==> config.mk <==
export PLATFORM = sky130hd
export DESIGN_NAME = lcd_rect_fill_stream_core_flat
export DESIGN_NICKNAME = d
export VERILOG_FILES = /design/src/lcd_rfs_pkg.sv /design/src/lcd_rfs_if.sv /design/src/lcd_rfs_front.sv /design/src/lcd_rfs_queue.sv /design/src/lcd_rfs_back.sv /design/src/lcd_rect_fill_stream_core.sv /design/src/flat_wrapper.sv
export VERILOG_INCLUDE_DIRS = /design/src /design/src/src
export SDC_FILE = /design/constraint.sdc
export NUM_CORES = 1
export LEC_CHECK = 0
export ABC_AREA = 1
export BUFFER_PORTS_ARGS = -buffer_cell sky130_fd_sc_hd__clkbuf_2
export CAP_MARGIN = 20
export CORE_MARGIN = 2
export CORE_UTILIZATION = 40
export DETAILED_ROUTE_END_ITERATION = 8
export PLACE_DENSITY = 0.68
export RECOVER_POWER = 50
export SLEW_MARGIN = 10
export SYNTH_ARGS = -nofsm -noshare
export SYNTH_HDL_FRONTEND = slang
export SYNTH_SLANG_ARGS = --single-unit
==> constraint.sdc <==
create_clock -name clk -period 7 [get_ports clk]
set_clock_uncertainty 0.15 [all_clocks]
set_input_delay 0 -clock clk [delete_from_list [all_inputs] [get_ports clk]]
set_output_delay 0 -clock clk [all_outputs]
set_load 0.01 [all_outputs]
==> src/lcd_rect_fill_stream_core_defines.svh <==
// Assertion macros shared by the rectangle fill stream core.
`ifndef LCD_RECT_FILL_STREAM_CORE_DEFINES_SVH
`define LCD_RECT_FILL_STREAM_CORE_DEFINES_SVH

// Same-cycle implication, sampled on clk and disabled while rst_n is low.
`define LRFS_ASSERT_NOW(label, ante, cons) \
    label: assert property (@(posedge clk) disable iff (!rst_n) (ante) |-> (cons)) \
        else $error("lcd_rfs: same-cycle check failed");

// Next-cycle implication, sampled on clk and disabled while rst_n is low.
`define LRFS_ASSERT_NEXT(label, ante, cons) \
    label: assert property (@(posedge clk) disable iff (!rst_n) (ante) |=> (cons)) \
        else $error("lcd_rfs: next-cycle check failed");

`endif

==> src/lcd_rfs_pkg.sv <==
// Shared types and constants of the rectangle fill stream core.
package lcd_rfs_pkg;

    // Default screen sides in pixels.
    localparam int SHORT_SIDE_DEF = 240;
    localparam int LONG_SIDE_DEF  = 320;

    // Width of a clipped dimension; covers every allowed screen side.
    localparam int DIM_W = 12;

    // Entries of the queue between front and back.
    localparam int QUEUE_DEPTH = 2;

    // Input command codes.
    localparam logic CMD_START = 1'b0;
    localparam logic CMD_TICK  = 1'b1;

    // Display command bytes.
    localparam logic [7:0] BYTE_COL_ADDR = 8'h2A;
    localparam logic [7:0] BYTE_ROW_ADDR = 8'h2B;
    localparam logic [7:0] BYTE_MEM_WR   = 8'h2C;

    // Request status codes.
    typedef enum logic [1:0] {
        ST_NONE       = 2'd0,
        ST_ACCEPTED   = 2'd1,
        ST_OFF_SCREEN = 2'd2,
        ST_BUSY       = 2'd3
    } status_t;

    // One classified word as it waits in the queue.
    typedef struct packed {
        logic             is_tick;
        logic             off_screen;
        logic [15:0]      col_start;
        logic [15:0]      col_end;
        logic [15:0]      row_start;
        logic [15:0]      row_end;
        logic [DIM_W-1:0] width;
        logic [DIM_W-1:0] height;
        logic [15:0]      color;
    } q_entry_t;

endpackage

==> src/lcd_rfs_if.sv <==
// Stream and configuration interfaces of the rectangle fill stream core.
interface lcd_rfs_cfg_if;
    logic       valid;
    logic       ready;
    logic [1:0] orientation;

    modport source (output valid, output orientation, input ready);
    modport sink   (input valid, input orientation, output ready);
endinterface

interface lcd_rfs_req_if;
    logic        valid;
    logic        ready;
    logic        command;
    logic [15:0] rect_x;
    logic [15:0] rect_y;
    logic [15:0] rect_width;
    logic [15:0] rect_height;
    logic [15:0] fill_color;

    modport source (output valid, output command, output rect_x, output rect_y,
                    output rect_width, output rect_height, output fill_color,
                    input ready);
    modport sink   (input valid, input command, input rect_x, input rect_y,
                    input rect_width, input rect_height, input fill_color,
                    output ready);
endinterface

interface lcd_rfs_rsp_if;
    logic       valid;
    logic       ready;
    logic [1:0] request_status;
    logic       byte_valid;
    logic [7:0] link_byte;
    logic       is_data;
    logic       last_byte;

    modport source (output valid, output request_status, output byte_valid,
                    output link_byte, output is_data, output last_byte,
                    input ready);
    modport sink   (input valid, input request_status, input byte_valid,
                    input link_byte, input is_data, input last_byte,
                    output ready);
endinterface

==> src/lcd_rfs_front.sv <==
// Front part: holds the orientation, classifies words and clips fill requests.
module lcd_rfs_front #(
    parameter int SHORT_SIDE = lcd_rfs_pkg::SHORT_SIDE_DEF,
    parameter int LONG_SIDE  = lcd_rfs_pkg::LONG_SIDE_DEF
) (
    input  logic                  clk,
    input  logic                  rst_n,
    lcd_rfs_cfg_if.sink           cfg,
    lcd_rfs_req_if.sink           req,
    output lcd_rfs_pkg::q_entry_t push_entry,
    output logic                  push_valid,
    input  logic                  push_ready
);
    import lcd_rfs_pkg::*;

    localparam logic [DIM_W-1:0] SHORT_V = DIM_W'(SHORT_SIDE);
    localparam logic [DIM_W-1:0] LONG_V  = DIM_W'(LONG_SIDE);

    logic [1:0]       orient_reg;
    logic [DIM_W-1:0] scr_w;
    logic [DIM_W-1:0] scr_h;
    logic [16:0]      sum_x;
    logic [16:0]      sum_y;
    logic             clip_x;
    logic             clip_y;

    // Orientation register; the write port never stalls.
    assign cfg.ready = 1'b1;

    always_ff @(posedge clk or negedge rst_n)
    begin
        if (!rst_n)
        begin
            orient_reg <= 2'd0;
        end
        else if (cfg.valid)
        begin
            orient_reg <= cfg.orientation;
        end
    end

    // Odd orientations turn the screen on its side.
    assign scr_w = orient_reg[0] ? LONG_V : SHORT_V;
    assign scr_h = orient_reg[0] ? SHORT_V : LONG_V;

    // A nonzero size whose far edge passes the screen gets cut at the edge.
    assign sum_x  = 17'(req.rect_x) + 17'(req.rect_width);
    assign sum_y  = 17'(req.rect_y) + 17'(req.rect_height);
    assign clip_x = (req.rect_width != 16'd0) && (sum_x > 17'(scr_w));
    assign clip_y = (req.rect_height != 16'd0) && (sum_y > 17'(scr_h));

    // Build the queue word.
    always_comb
    begin
        push_entry.is_tick    = (req.command == CMD_TICK);
        push_entry.off_screen = (req.rect_x >= 16'(scr_w)) || (req.rect_y >= 16'(scr_h));
        push_entry.col_start  = req.rect_x;
        push_entry.row_start  = req.rect_y;
        push_entry.col_end    = clip_x ? (16'(scr_w) - 16'd1)
                                       : (req.rect_x + req.rect_width - 16'd1);
        push_entry.row_end    = clip_y ? (16'(scr_h) - 16'd1)
                                       : (req.rect_y + req.rect_height - 16'd1);
        push_entry.width      = clip_x ? (scr_w - req.rect_x[DIM_W-1:0])
                                       : req.rect_width[DIM_W-1:0];
        push_entry.height     = clip_y ? (scr_h - req.rect_y[DIM_W-1:0])
                                       : req.rect_height[DIM_W-1:0];
        push_entry.color      = req.fill_color;
    end

    assign push_valid = req.valid;
    assign req.ready  = push_ready;

endmodule

==> src/lcd_rfs_queue.sv <==
// Short queue of classified words between the front and the back.
module lcd_rfs_queue #(
    parameter int DEPTH = lcd_rfs_pkg::QUEUE_DEPTH
) (
    input  logic                  clk,
    input  logic                  rst_n,
    input  lcd_rfs_pkg::q_entry_t push_entry,
    input  logic                  push_valid,
    output logic                  push_ready,
    output lcd_rfs_pkg::q_entry_t pop_entry,
    output logic                  pop_valid,
    input  logic                  pop_ready
);
    import lcd_rfs_pkg::*;

    localparam int PTR_W = (DEPTH > 1) ? $clog2(DEPTH) : 1;
    localparam int CNT_W = $clog2(DEPTH + 1);
    localparam logic [PTR_W-1:0] LAST_PTR = PTR_W'(DEPTH - 1);
    localparam logic [CNT_W-1:0] FULL_CNT = CNT_W'(DEPTH);

    q_entry_t         entries_reg [DEPTH];
    logic [PTR_W-1:0] wr_ptr_reg;
    logic [PTR_W-1:0] rd_ptr_reg;
    logic [CNT_W-1:0] count_reg;
    logic             do_push;
    logic             do_pop;

    assign push_ready = (count_reg != FULL_CNT);
    assign pop_valid  = (count_reg != '0);
    assign pop_entry  = entries_reg[rd_ptr_reg];
    assign do_push    = push_valid && push_ready;
    assign do_pop     = pop_valid && pop_ready;

    // Storage; entries carry payload only.
    always_ff @(posedge clk)
    begin
        if (do_push)
        begin
            entries_reg[wr_ptr_reg] <= push_entry;
        end
    end

    // Pointers and fill count.
    always_ff @(posedge clk or negedge rst_n)
    begin
        if (!rst_n)
        begin
            wr_ptr_reg <= '0;
            rd_ptr_reg <= '0;
            count_reg  <= '0;
        end
        else
        begin
            if (do_push)
            begin
                wr_ptr_reg <= (wr_ptr_reg == LAST_PTR) ? '0 : wr_ptr_reg + PTR_W'(1);
            end
            if (do_pop)
            begin
                rd_ptr_reg <= (rd_ptr_reg == LAST_PTR) ? '0 : rd_ptr_reg + PTR_W'(1);
            end
            if (do_push && !do_pop)
            begin
                count_reg <= count_reg + CNT_W'(1);
            end
            else if (do_pop && !do_push)
            begin
                count_reg <= count_reg - CNT_W'(1);
            end
        end
    end

endmodule

==> src/lcd_rfs_back.sv <==
// Back part: runs the fill sequence and drives the registered result word.
module lcd_rfs_back #(
    parameter int SHORT_SIDE = lcd_rfs_pkg::SHORT_SIDE_DEF,
    parameter int LONG_SIDE  = lcd_rfs_pkg::LONG_SIDE_DEF
) (
    input  logic                  clk,
    input  logic                  rst_n,
    input  lcd_rfs_pkg::q_entry_t pop_entry,
    input  logic                  pop_valid,
    output logic                  pop_ready,
    lcd_rfs_rsp_if.source         rsp
);
    import lcd_rfs_pkg::*;

    // Pixel byte counter holds up to two bytes per screen pixel.
    localparam int PIX_W = $clog2(2 * SHORT_SIDE * LONG_SIDE + 1);

    // Position within the address phase; the last member marks pixel bytes.
    typedef enum logic [3:0] {
        HDR_CASET  = 4'd0,
        HDR_XS_HI  = 4'd1,
        HDR_XS_LO  = 4'd2,
        HDR_XE_HI  = 4'd3,
        HDR_XE_LO  = 4'd4,
        HDR_PASET  = 4'd5,
        HDR_YS_HI  = 4'd6,
        HDR_YS_LO  = 4'd7,
        HDR_YE_HI  = 4'd8,
        HDR_YE_LO  = 4'd9,
        HDR_RAMWR  = 4'd10,
        HDR_PIXELS = 4'd11
    } hdr_t;

    logic               busy_reg,  busy_next;
    hdr_t               hdr_reg,   hdr_next;
    logic [15:0]        col_start_reg, col_start_next;
    logic [15:0]        col_end_reg,   col_end_next;
    logic [15:0]        row_start_reg, row_start_next;
    logic [15:0]        row_end_reg,   row_end_next;
    logic [15:0]        color_reg,     color_next;
    logic [PIX_W-1:0]   pix_reg,   pix_next;
    logic               out_valid_reg, out_valid_next;
    status_t            status_reg,    status_next;
    logic               bvalid_reg,    bvalid_next;
    logic [7:0]         byte_reg,      byte_next;
    logic               data_reg,      data_next;
    logic               last_reg,      last_next;
    logic [2*DIM_W-1:0] area;
    logic [PIX_W-1:0]   pix_dec;
    logic               step;

    // Take a word whenever the result register is free or being emptied.
    assign step      = pop_valid && (!out_valid_reg || rsp.ready);
    assign pop_ready = step;

    assign area    = pop_entry.width * pop_entry.height;
    assign pix_dec = (pix_reg != '0) ? (pix_reg - PIX_W'(1)) : pix_reg;

    // Next state and result of one word.
    always_comb
    begin
        busy_next      = busy_reg;
        hdr_next       = hdr_reg;
        col_start_next = col_start_reg;
        col_end_next   = col_end_reg;
        row_start_next = row_start_reg;
        row_end_next   = row_end_reg;
        color_next     = color_reg;
        pix_next       = pix_reg;
        out_valid_next = out_valid_reg && !rsp.ready;
        status_next    = status_reg;
        bvalid_next    = bvalid_reg;
        byte_next      = byte_reg;
        data_next      = data_reg;
        last_next      = last_reg;

        if (step)
        begin
            out_valid_next = 1'b1;
            status_next    = ST_NONE;
            bvalid_next    = 1'b0;
            byte_next      = 8'h00;
            data_next      = 1'b0;
            last_next      = 1'b0;

            if (!pop_entry.is_tick)
            begin
                // Fill request: refuse while busy, drop when off screen.
                if (busy_reg)
                begin
                    status_next = ST_BUSY;
                end
                else if (pop_entry.off_screen)
                begin
                    status_next = ST_OFF_SCREEN;
                end
                else
                begin
                    status_next    = ST_ACCEPTED;
                    col_start_next = pop_entry.col_start;
                    col_end_next   = pop_entry.col_end;
                    row_start_next = pop_entry.row_start;
                    row_end_next   = pop_entry.row_end;
                    color_next     = pop_entry.color;
                    pix_next       = PIX_W'({area, 1'b0});
                    hdr_next       = HDR_CASET;
                    busy_next      = 1'b1;
                end
            end
            else if (busy_reg)
            begin
                bvalid_next = 1'b1;
                data_next   = 1'b1;
                if (hdr_reg != HDR_PIXELS)
                begin
                    // Address window bytes, then the memory write command.
                    unique case (hdr_reg)
                        HDR_CASET:
                        begin
                            byte_next = BYTE_COL_ADDR;
                            data_next = 1'b0;
                        end
                        HDR_XS_HI: byte_next = col_start_reg[15:8];
                        HDR_XS_LO: byte_next = col_start_reg[7:0];
                        HDR_XE_HI: byte_next = col_end_reg[15:8];
                        HDR_XE_LO: byte_next = col_end_reg[7:0];
                        HDR_PASET:
                        begin
                            byte_next = BYTE_ROW_ADDR;
                            data_next = 1'b0;
                        end
                        HDR_YS_HI: byte_next = row_start_reg[15:8];
                        HDR_YS_LO: byte_next = row_start_reg[7:0];
                        HDR_YE_HI: byte_next = row_end_reg[15:8];
                        HDR_YE_LO: byte_next = row_end_reg[7:0];
                        default:
                        begin
                            byte_next = BYTE_MEM_WR;
                            data_next = 1'b0;
                        end
                    endcase
                    hdr_next = hdr_t'(4'(hdr_reg) + 4'd1);
                    // An empty rectangle ends on the memory write command.
                    if (hdr_reg == HDR_RAMWR && pix_reg == '0)
                    begin
                        last_next = 1'b1;
                        busy_next = 1'b0;
                        hdr_next  = HDR_CASET;
                    end
                end
                else
                begin
                    // Pixel bytes: an even count left sends the high byte.
                    byte_next = pix_reg[0] ? color_reg[7:0] : color_reg[15:8];
                    pix_next  = pix_dec;
                    if (pix_dec == '0)
                    begin
                        last_next = 1'b1;
                        busy_next = 1'b0;
                        hdr_next  = HDR_CASET;
                    end
                end
            end
        end
    end

    // Sequence state and result register.
    always_ff @(posedge clk or negedge rst_n)
    begin
        if (!rst_n)
        begin
            busy_reg      <= 1'b0;
            hdr_reg       <= HDR_CASET;
            col_start_reg <= '0;
            col_end_reg   <= '0;
            row_start_reg <= '0;
            row_end_reg   <= '0;
            color_reg     <= '0;
            pix_reg       <= '0;
            out_valid_reg <= 1'b0;
            status_reg    <= ST_NONE;
            bvalid_reg    <= 1'b0;
            byte_reg      <= 8'h00;
            data_reg      <= 1'b0;
            last_reg      <= 1'b0;
        end
        else
        begin
            busy_reg      <= busy_next;
            hdr_reg       <= hdr_next;
            col_start_reg <= col_start_next;
            col_end_reg   <= col_end_next;
            row_start_reg <= row_start_next;
            row_end_reg   <= row_end_next;
            color_reg     <= color_next;
            pix_reg       <= pix_next;
            out_valid_reg <= out_valid_next;
            status_reg    <= status_next;
            bvalid_reg    <= bvalid_next;
            byte_reg      <= byte_next;
            data_reg      <= data_next;
            last_reg      <= last_next;
        end
    end

    assign rsp.valid          = out_valid_reg;
    assign rsp.request_status = status_reg;
    assign rsp.byte_valid     = bvalid_reg;
    assign rsp.link_byte      = byte_reg;
    assign rsp.is_data        = data_reg;
    assign rsp.last_byte      = last_reg;

endmodule

==> src/lcd_rect_fill_stream_core.sv <==
// Rectangle fill core: clips a fill request and streams the link bytes for it.
// Every accepted word (a fill request or a tick) yields exactly one result word,
// and the core takes one word per clock cycle when the result side keeps up.
// A result is presented once its word has passed through the two-entry queue
// behind the clipping front end and then the sequencer's output register,
// which it enters whenever that register is free or being emptied. Fill
// requests take the same path as ticks, since the clip and the pixel-count
// multiply each fit in one register stage. The queue absorbs a stalled result
// side, so the input stays ready until both entries and the output register
// are occupied. Orientation changes are to be written by the user only while
// no word is in flight; the core itself does not enforce this.
`include "lcd_rect_fill_stream_core_defines.svh"

module lcd_rect_fill_stream_core #(
    parameter int SHORT_SIDE = lcd_rfs_pkg::SHORT_SIDE_DEF,
    parameter int LONG_SIDE  = lcd_rfs_pkg::LONG_SIDE_DEF
) (
    input  logic          clk,
    input  logic          rst_n,
    lcd_rfs_cfg_if.sink   cfg,
    lcd_rfs_req_if.sink   req,
    lcd_rfs_rsp_if.source rsp
);
    import lcd_rfs_pkg::*;

    q_entry_t push_entry;
    q_entry_t pop_entry;
    logic     push_valid;
    logic     push_ready;
    logic     pop_valid;
    logic     pop_ready;

    // Classify and clip.
    lcd_rfs_front #(
        .SHORT_SIDE (SHORT_SIDE),
        .LONG_SIDE  (LONG_SIDE)
    ) u_front (
        .clk        (clk),
        .rst_n      (rst_n),
        .cfg        (cfg),
        .req        (req),
        .push_entry (push_entry),
        .push_valid (push_valid),
        .push_ready (push_ready)
    );

    // Decoupling queue.
    lcd_rfs_queue #(
        .DEPTH (QUEUE_DEPTH)
    ) u_queue (
        .clk        (clk),
        .rst_n      (rst_n),
        .push_entry (push_entry),
        .push_valid (push_valid),
        .push_ready (push_ready),
        .pop_entry  (pop_entry),
        .pop_valid  (pop_valid),
        .pop_ready  (pop_ready)
    );

    // Fill sequencer.
    lcd_rfs_back #(
        .SHORT_SIDE (SHORT_SIDE),
        .LONG_SIDE  (LONG_SIDE)
    ) u_back (
        .clk       (clk),
        .rst_n     (rst_n),
        .pop_entry (pop_entry),
        .pop_valid (pop_valid),
        .pop_ready (pop_ready),
        .rsp       (rsp)
    );

    // An accepted word is waiting in the queue in the following cycle.
    `LRFS_ASSERT_NEXT(a_accept_lands, req.valid && req.ready, pop_valid)

    // A last mark only ever rides on a byte that is really sent.
    `LRFS_ASSERT_NOW(a_last_has_byte, rsp.valid && rsp.last_byte, rsp.byte_valid)

    // Command bytes are only the three window and write commands.
    `LRFS_ASSERT_NOW(a_cmd_byte_code, rsp.valid && rsp.byte_valid && !rsp.is_data,
        rsp.link_byte == BYTE_COL_ADDR || rsp.link_byte == BYTE_ROW_ADDR ||
        rsp.link_byte == BYTE_MEM_WR)

endmodule
==> src/flat_wrapper.sv <==
// flat-port wrapper written by rule: the top's interface ports become plain ports
module lcd_rect_fill_stream_core_flat import lcd_rfs_pkg::*;
#(
    parameter int SHORT_SIDE = lcd_rfs_pkg::SHORT_SIDE_DEF,
    parameter int LONG_SIDE  = lcd_rfs_pkg::LONG_SIDE_DEF
)
  (clk, rst_n, cfg_valid, cfg_orientation, cfg_ready, req_valid, req_command, req_rect_x, req_rect_y, req_rect_width, req_rect_height, req_fill_color, req_ready, rsp_valid, rsp_request_status, rsp_byte_valid, rsp_link_byte, rsp_is_data, rsp_last_byte, rsp_ready);
  lcd_rfs_cfg_if cfg_i ();
  lcd_rfs_req_if req_i ();
  lcd_rfs_rsp_if rsp_i ();
  input  logic clk;
  input  logic rst_n;
  input wire logic [$bits(cfg_i.valid)-1:0] cfg_valid;
  input wire logic [$bits(cfg_i.orientation)-1:0] cfg_orientation;
  output wire logic [$bits(cfg_i.ready)-1:0] cfg_ready;
  input wire logic [$bits(req_i.valid)-1:0] req_valid;
  input wire logic [$bits(req_i.command)-1:0] req_command;
  input wire logic [$bits(req_i.rect_x)-1:0] req_rect_x;
  input wire logic [$bits(req_i.rect_y)-1:0] req_rect_y;
  input wire logic [$bits(req_i.rect_width)-1:0] req_rect_width;
  input wire logic [$bits(req_i.rect_height)-1:0] req_rect_height;
  input wire logic [$bits(req_i.fill_color)-1:0] req_fill_color;
  output wire logic [$bits(req_i.ready)-1:0] req_ready;
  output wire logic [$bits(rsp_i.valid)-1:0] rsp_valid;
  output wire logic [$bits(rsp_i.request_status)-1:0] rsp_request_status;
  output wire logic [$bits(rsp_i.byte_valid)-1:0] rsp_byte_valid;
  output wire logic [$bits(rsp_i.link_byte)-1:0] rsp_link_byte;
  output wire logic [$bits(rsp_i.is_data)-1:0] rsp_is_data;
  output wire logic [$bits(rsp_i.last_byte)-1:0] rsp_last_byte;
  input wire logic [$bits(rsp_i.ready)-1:0] rsp_ready;
  assign cfg_i.valid = cfg_valid;
  assign cfg_i.orientation = cfg_orientation;
  assign cfg_ready = cfg_i.ready;
  assign req_i.valid = req_valid;
  assign req_i.command = req_command;
  assign req_i.rect_x = req_rect_x;
  assign req_i.rect_y = req_rect_y;
  assign req_i.rect_width = req_rect_width;
  assign req_i.rect_height = req_rect_height;
  assign req_i.fill_color = req_fill_color;
  assign req_ready = req_i.ready;
  assign rsp_valid = rsp_i.valid;
  assign rsp_request_status = rsp_i.request_status;
  assign rsp_byte_valid = rsp_i.byte_valid;
  assign rsp_link_byte = rsp_i.link_byte;
  assign rsp_is_data = rsp_i.is_data;
  assign rsp_last_byte = rsp_i.last_byte;
  assign rsp_i.ready = rsp_ready;
  lcd_rect_fill_stream_core #(.SHORT_SIDE(SHORT_SIDE), .LONG_SIDE(LONG_SIDE)) u_core (.clk(clk), .rst_n(rst_n), .cfg(cfg_i), .req(req_i), .rsp(rsp_i));
endmodule
# Word-level counts from Yosys, hierarchy flattened
# Memory sizes are Yosys's and may differ from the RTL's.
# Cells that the tools add are included.
op_classes:
  bitwise: 3
  reduce_logical: 27
  n_addsub: 16
  n_lt_le_gt_ge: 4
  multipliers: 1
  muxes: 52
  eq_ne: 17
ops:
  columns: ["cell", "count"]
  rows:
  - ["18-bit 2-to-1 mux", 6]
  - ["8-bit one-hot mux with 10 select lines", 1]
  - ["18-bit zero test", 2]
  - ["16-bit by 16-bit adder with 17-bit output", 2]
  - ["17-bit by 9-bit > comparator with 1-bit output", 2]
  - ["16-bit adder", 2]
  - ["16-bit by 9-bit >= comparator with 1-bit output", 2]
  - ["16-bit 2-to-1 mux", 2]
  - ["8-bit 2-to-1 mux", 4]
  - ["16-bit nonzero test", 2]
  - ["16-bit by 1-bit subtractor with 16-bit output (second input constant)", 2]
  - ["4-bit 2-to-1 mux", 7]
  - ["12-bit 2-to-1 mux", 2]
  - ["9-bit by 12-bit subtractor with 12-bit output", 2]
  - ["1-bit 2-to-1 mux", 23]
  - ["9-bit by 1-bit subtractor with 10-bit output (second input constant)", 2]
  - ["9-bit 2-to-1 mux", 2]
  - ["18-bit nonzero test", 1]
  - ["18-bit by 1-bit subtractor with 18-bit output (second input constant)", 1]
  - ["12-bit by 12-bit multiplier with 17-bit output", 1]
  - ["4-bit by 3-bit equality test with 1-bit output (second input constant)", 4]
  - ["4-bit equality test (second input constant)", 3]
  - ["2-bit 2-to-1 mux", 5]
  - ["5-bit AND reduction", 2]
  - ["other kinds (18)", 38]
totals:
  mem_count: 1
  ff_bits: 122
  ram_bits: 212
  in_bits: 88
mem_list:
  columns: ["memory", "words", "word_bits", "read_ports", "rd_clocked_by_memory_dff", "write_ports", "line_no", "source"]
  rows:
  - ["u_core.u_queue.entries_reg", 2, 106, 1, 0, 1, "lcd_rfs_queue.sv:21", "q_entry_t entries_reg [DEPTH];"]

# Depth between registers and ports, before layout
depth:
  depth_word: 7
  mapped_depth: 31

# Hierarchy
# Synthesis repeated with hierarchy kept, for this count alone.
unflattened:
  cells_unflattened: 2812
  area_unflattened_um2: 23605.1
by_module_without_submodules:
  columns: ["mod", "area_each_um2", "cells_each", "n_inst"]
  rows:
  - ["lcd_rfs_back", 9646.8, 1160, 1]
  - ["lcd_rfs_queue", 7931.4, 582, 1]
  - ["lcd_rfs_front", 6027.0, 1070, 1]

# Worst setup path after synthesis
# Ideal clock, no wire load.
synth_path:
  kind: "reg2reg"
  start: "register u_core.u_queue.count_reg[0]"
  end: "memory u_core.u_queue.entries_reg[1][0] in the netlist's numbering (enable)"
  t_arrival_ns: 5.092
  required_time_ns: 6.277
  slack_ns: 1.185
  stages_incl_launch_ff: 5
  path_buffers: 0
  period_less_slack_ns: 5.815
  path_cell_list: "dfrtp_1 -> inv_1 -> nand2_1 -> nand2_1 -> nor2_1"
synth_between:
  elab_chain_cells: 4
synth_lines:
  columns: ["element", "line_no", "source"]
  rows:
  - ["from (decl)", "lcd_rfs_queue.sv:24", "logic [CNT_W-1:0] count_reg;"]
  - ["from (signal assigned)", "lcd_rfs_queue.sv:64", "count_reg <= count_reg + CNT_W'(1);"]
  - ["from (signal assigned)", "lcd_rfs_queue.sv:68", "count_reg <= count_reg - CNT_W'(1);"]
  - ["2-bit != test", "lcd_rfs_queue.sv:28", "assign push_ready = (count_reg != FULL_CNT);"]
  - ["via req_ready", "flat_wrapper.sv:23", "output wire logic [$bits(req_i.ready)-1:0] req_ready;"]
  - ["1-bit logical AND", "lcd_rfs_queue.sv:31", "assign do_push = push_valid && push_ready;"]
  - ["1-bit 2-to-1 mux", "lcd_rfs_queue.sv:37", "if (do_push)"]
  - ["1-bit 2-to-1 mux (implied by the code)", "lcd_rfs_queue.sv:39", "entries_reg[wr_ptr_reg] <= push_entry;"]
  - ["to (decl)", "lcd_rfs_queue.sv:21", null]
# The timed path passes the listed nets, and every way through them passes these cells.

# Worst setup path in the final report
layout_path:
  start: "register u_core.u_queue.rd_ptr_reg"
  end: "register u_core.u_back.pix_reg[16]"
layout_between:
  elab_chain_cells: 5
  elab_cells_between_ends: 9
  classes_between: "mul: 1; eq/ne: 3; mux: 3; reduce/logical: 1; memory: 1"
layout_lines:
  columns: ["element", "line_no", "source"]
  rows:
  - ["from (decl)", "lcd_rfs_queue.sv:23", "logic [PTR_W-1:0] rd_ptr_reg;"]
  - ["from (signal assigned)", "lcd_rfs_queue.sv:60", "rd_ptr_reg <= (rd_ptr_reg == LAST_PTR) ? '0 : rd_ptr_reg + PTR_W'(1);"]
  - ["memory 2 x 106 bit *", null, null]
  - ["12-bit by 12-bit multiplier with 17-bit output", "lcd_rfs_back.sv:56", "assign area = pop_entry.width * pop_entry.height;"]
  - ["18-bit 2-to-1 mux", "lcd_rfs_back.sv:93", "else if (pop_entry.off_screen)"]
  - ["18-bit 2-to-1 mux", "lcd_rfs_back.sv:89", "if (busy_reg)"]
  - ["18-bit 2-to-1 mux", "lcd_rfs_back.sv:86", "if (!pop_entry.is_tick)"]
  - ["to (signal assigned)", "lcd_rfs_back.sv:196", "pix_reg <= pix_next;"]
  - ["to (decl)", "lcd_rfs_back.sv:41", "logic [PIX_W-1:0] pix_reg, pix_next;"]
# Mark *: on every way between the ends. The rest lies on a longest branch, timed or not. The select of a mux whose other input is x is not followed.
# A chain may end at the register's enable or synchronous reset.

==> run_results.csv <==
group,metric,value,unit
clock_network,post_cts_buffers,0,
run,maxCapViolCount,4,
timing,hold_viol,0,
clock_network,path_clk_slew,60,ps
clock_network,clock_path_buffers,3,
floorplanning,dieArea,0.0583,mm2
clock_network,ctsResizeCount,0,
grt,grt_overflow,0,
synth,syn_nets,3005,
timing,tns,0,ps
outcome,violations,"max-capacitance violations, max-slew violations",
floorplanning,die_w,241,um
synth,yosysTopAreaCell,"edfxtp_1",
route,dr.pass1.iters,5,
route,ant_nets,0,
outcome,status,"finished with violations",
synth,syn_area,0.0225,mm2
clock_network,root_buffer,"clkbuf_16",
timing,worst_pin_slew,4000,ps
floorplanning,core,0.0561,mm2
grt,antenna_found_initial,0,
finish,syn2layout_area_growth,14.0,%
synth,syn_avg_cell_area,8.43,um2
route,avgRoutedWirePerCell,16.6,um
synth,ys_seq_elements,334,
synth,seq_area_frac_synth,0.418,
finish,drive_above_1_share,0.0533,
clock_network,cts_tree,"yes",
critical_path,path_class,"reg2reg",
finish,mostFrequentLayoutCells,"nand2_1, inv_1, nor2_1, edfxtp_1, ha_1",
floorplanning,die-height,241,um
synth,synthCells,2673,
timing,period_share,0.918,
finish,num-nets-final,3174,
clock_network,cts_made_buffers,36,
timing,slew_violations,265,
finish,regArea,0.00942,mm2
timing,maxSlewHeadroom,-1.67,
critical_path,crit_arrival,6690,ps
clock_network,clk_latency,560,ps
finish,fillCellCount,5466,
route,via_count,18300,
synth,yosys-top-cells-area,"edfxtp_1, dfrtp_1, nand2_1",
finish,largest_reg_flops,212,
floorplanning,num_rows,87,
route,drt_iter0_markers,1216,
grt,grt_use_total,0.210,
synth,async_flop_share,0.365,
critical_path,worstSetupEndpointType,"flip-flop",
place,place_hpwl,44200,um
route,routed_wl,60300,um
synth,synth.top_cell.area_share,0.282,
synth,synth_edf_count,212,
synth,yosysWarnings,0,
route,via_per_inst,5.05,
grt,grt_max_degree,113,
min_path,hold_path.class,"in2reg",
floorplanning,start_util,0.402,
timing,fmax,0.156,GHz
grt,grt_pass1_vias,17600,
route,post-route-drc-count,0,
synth,netlist-cell-type-count,50,
synth,synth_ff_type,"edfxtp_1",
timing,min_period,6430,ps
place,routabilityCongestion,0.933,
floorplanning,ios,104,
grt,grt_pass1_wl,95000,um
clock_network,cts_hold_buf,80,
place,numPortBuffers,101,
clock_network,clock-sinks,334,
critical_path,critPathMaxFanout,29,
finish,multiInputGateArea,0.0113,mm2
timing,rsz0062_at_grt,"false",
finish,final_common_cell,"nand2_1",
critical_path,cp-start-kind,"flip-flop",
timing,finalSetupViolations,0,
finish,n_antenna_cell,0,
critical_path,required,7260,ps
clock_network,htreeDepth,2,
## synth_stat cells (11+ instances only)
cell type,number
nand2_1,710
inv_1,396
nor2_1,273
edfxtp_1,212
ha_1,159
nand3_1,129
dfrtp_1,122
a21oi_1,114
o21ai_0,91
a31oi_1,87
fa_1,85
xor2_1,50
clkbuf_1,30
nand4_1,28
buf_2,22
xnor2_1,16
nand3b_1,11
nor3_1,11
nor4_1,11
## critical path, cell delays in order (launching register included)
cell and delay, ps:
dfrtp_4 430, clkinv_2 340, or2_2 410, o21ai_0 240, clkinv_1 430, nand2_1 180, fa_1 450, fa_1 550
inv_1 60, fa_1 500, fa_1 540, inv_1 50, fa_1 520, inv_1 40, ha_1 340, nand2_1 110
inv_1 40, a21oi_1 140, nand3_1 160, nand2_1 90, nand2_1 50, nand2_1 50, nand2_1 60, nand2_1 50
nand2_1 40, o21ai_0 150, o21ai_0 90
## stage by stage
step	area [um2]	setup WS (ps)	std cells	util	hold slack, ps
after floorplan	22500	1190	2673	-	-446
after CTS	25800	584	3626	0.461	17.6
final	25700	573	3626	0.458	48.5
after global routing	25700	164	3626	0.458	32.8
after detailed placement	23800	632	3480	0.425	-151
after global placement	23800	694	3480	0.425	-156
## layer usage
metal,global-route usage,routed length [um],vias to the layer above,part of all wire
li1,-,-,9029,-
met1,0.280,27000,8716,0.45
met2,0.359,28600,462,0.47
met3,0.0254,3130,88,0.052
met4,0.0640,1640,0,0.027
met5,0,0,-,0
## cell families (layout without fill, tap and decap cells)
| kind of cell | count (synthesis) | count (layout) | share of synthesized area |
|---|---|---|---|
| other | 1 | 1 | 0.000166 |
| adders and majority gates | 244 | 244 | 0.164 |
| buffers and inverters | 475 | 672 | 0.0838 |
| and+or+nand+nor | 1206 | 1206 | 0.219 |
| DFF | 334 | 334 | 0.418 |
| AOI/OAI and AO/OA | 347 | 347 | 0.0894 |
| xor gates and xnor gates | 66 | 66 | 0.0256 |
## final timing paths
path | start | cells past startpoint | end | slack (ps)
max | u_core.u_queue.rd_ptr_reg | 26 | u_core.u_back.pix_reg[16] | 570
min | req_fill_color[0] | 2 | u_core.u_queue.entries_reg[0][0] | 50
max reg2reg | u_core.u_queue.rd_ptr_reg | 26 | u_core.u_back.pix_reg[16] | 570
min reg2reg | u_core.u_back.rsp.link_byte[6] | 2 | u_core.u_back.rsp.link_byte[6] | 330
max in group asynchronous | rst_n | 4 | u_core.u_back.col_start_reg[14] | 2310
min in group asynchronous | rst_n | 4 | u_core.u_back.color_reg[14] | 1680
## layout make-up
type | instances | share of cell area
Multi-Input combinational cell | 1864 | 0.438
Tap cell | 756 | 0.0368
Clock inverter | 9 | 0.00497
Inverter | 409 | 0.0599
Timing Repair Buffer | 197 | 0.0524
Sequential cell | 334 | 0.367
Clock buffer | 57 | 0.0413
Power is not shown: default switching activity piles up to over one toggle a cycle in this logic, so the estimate is an artifact.
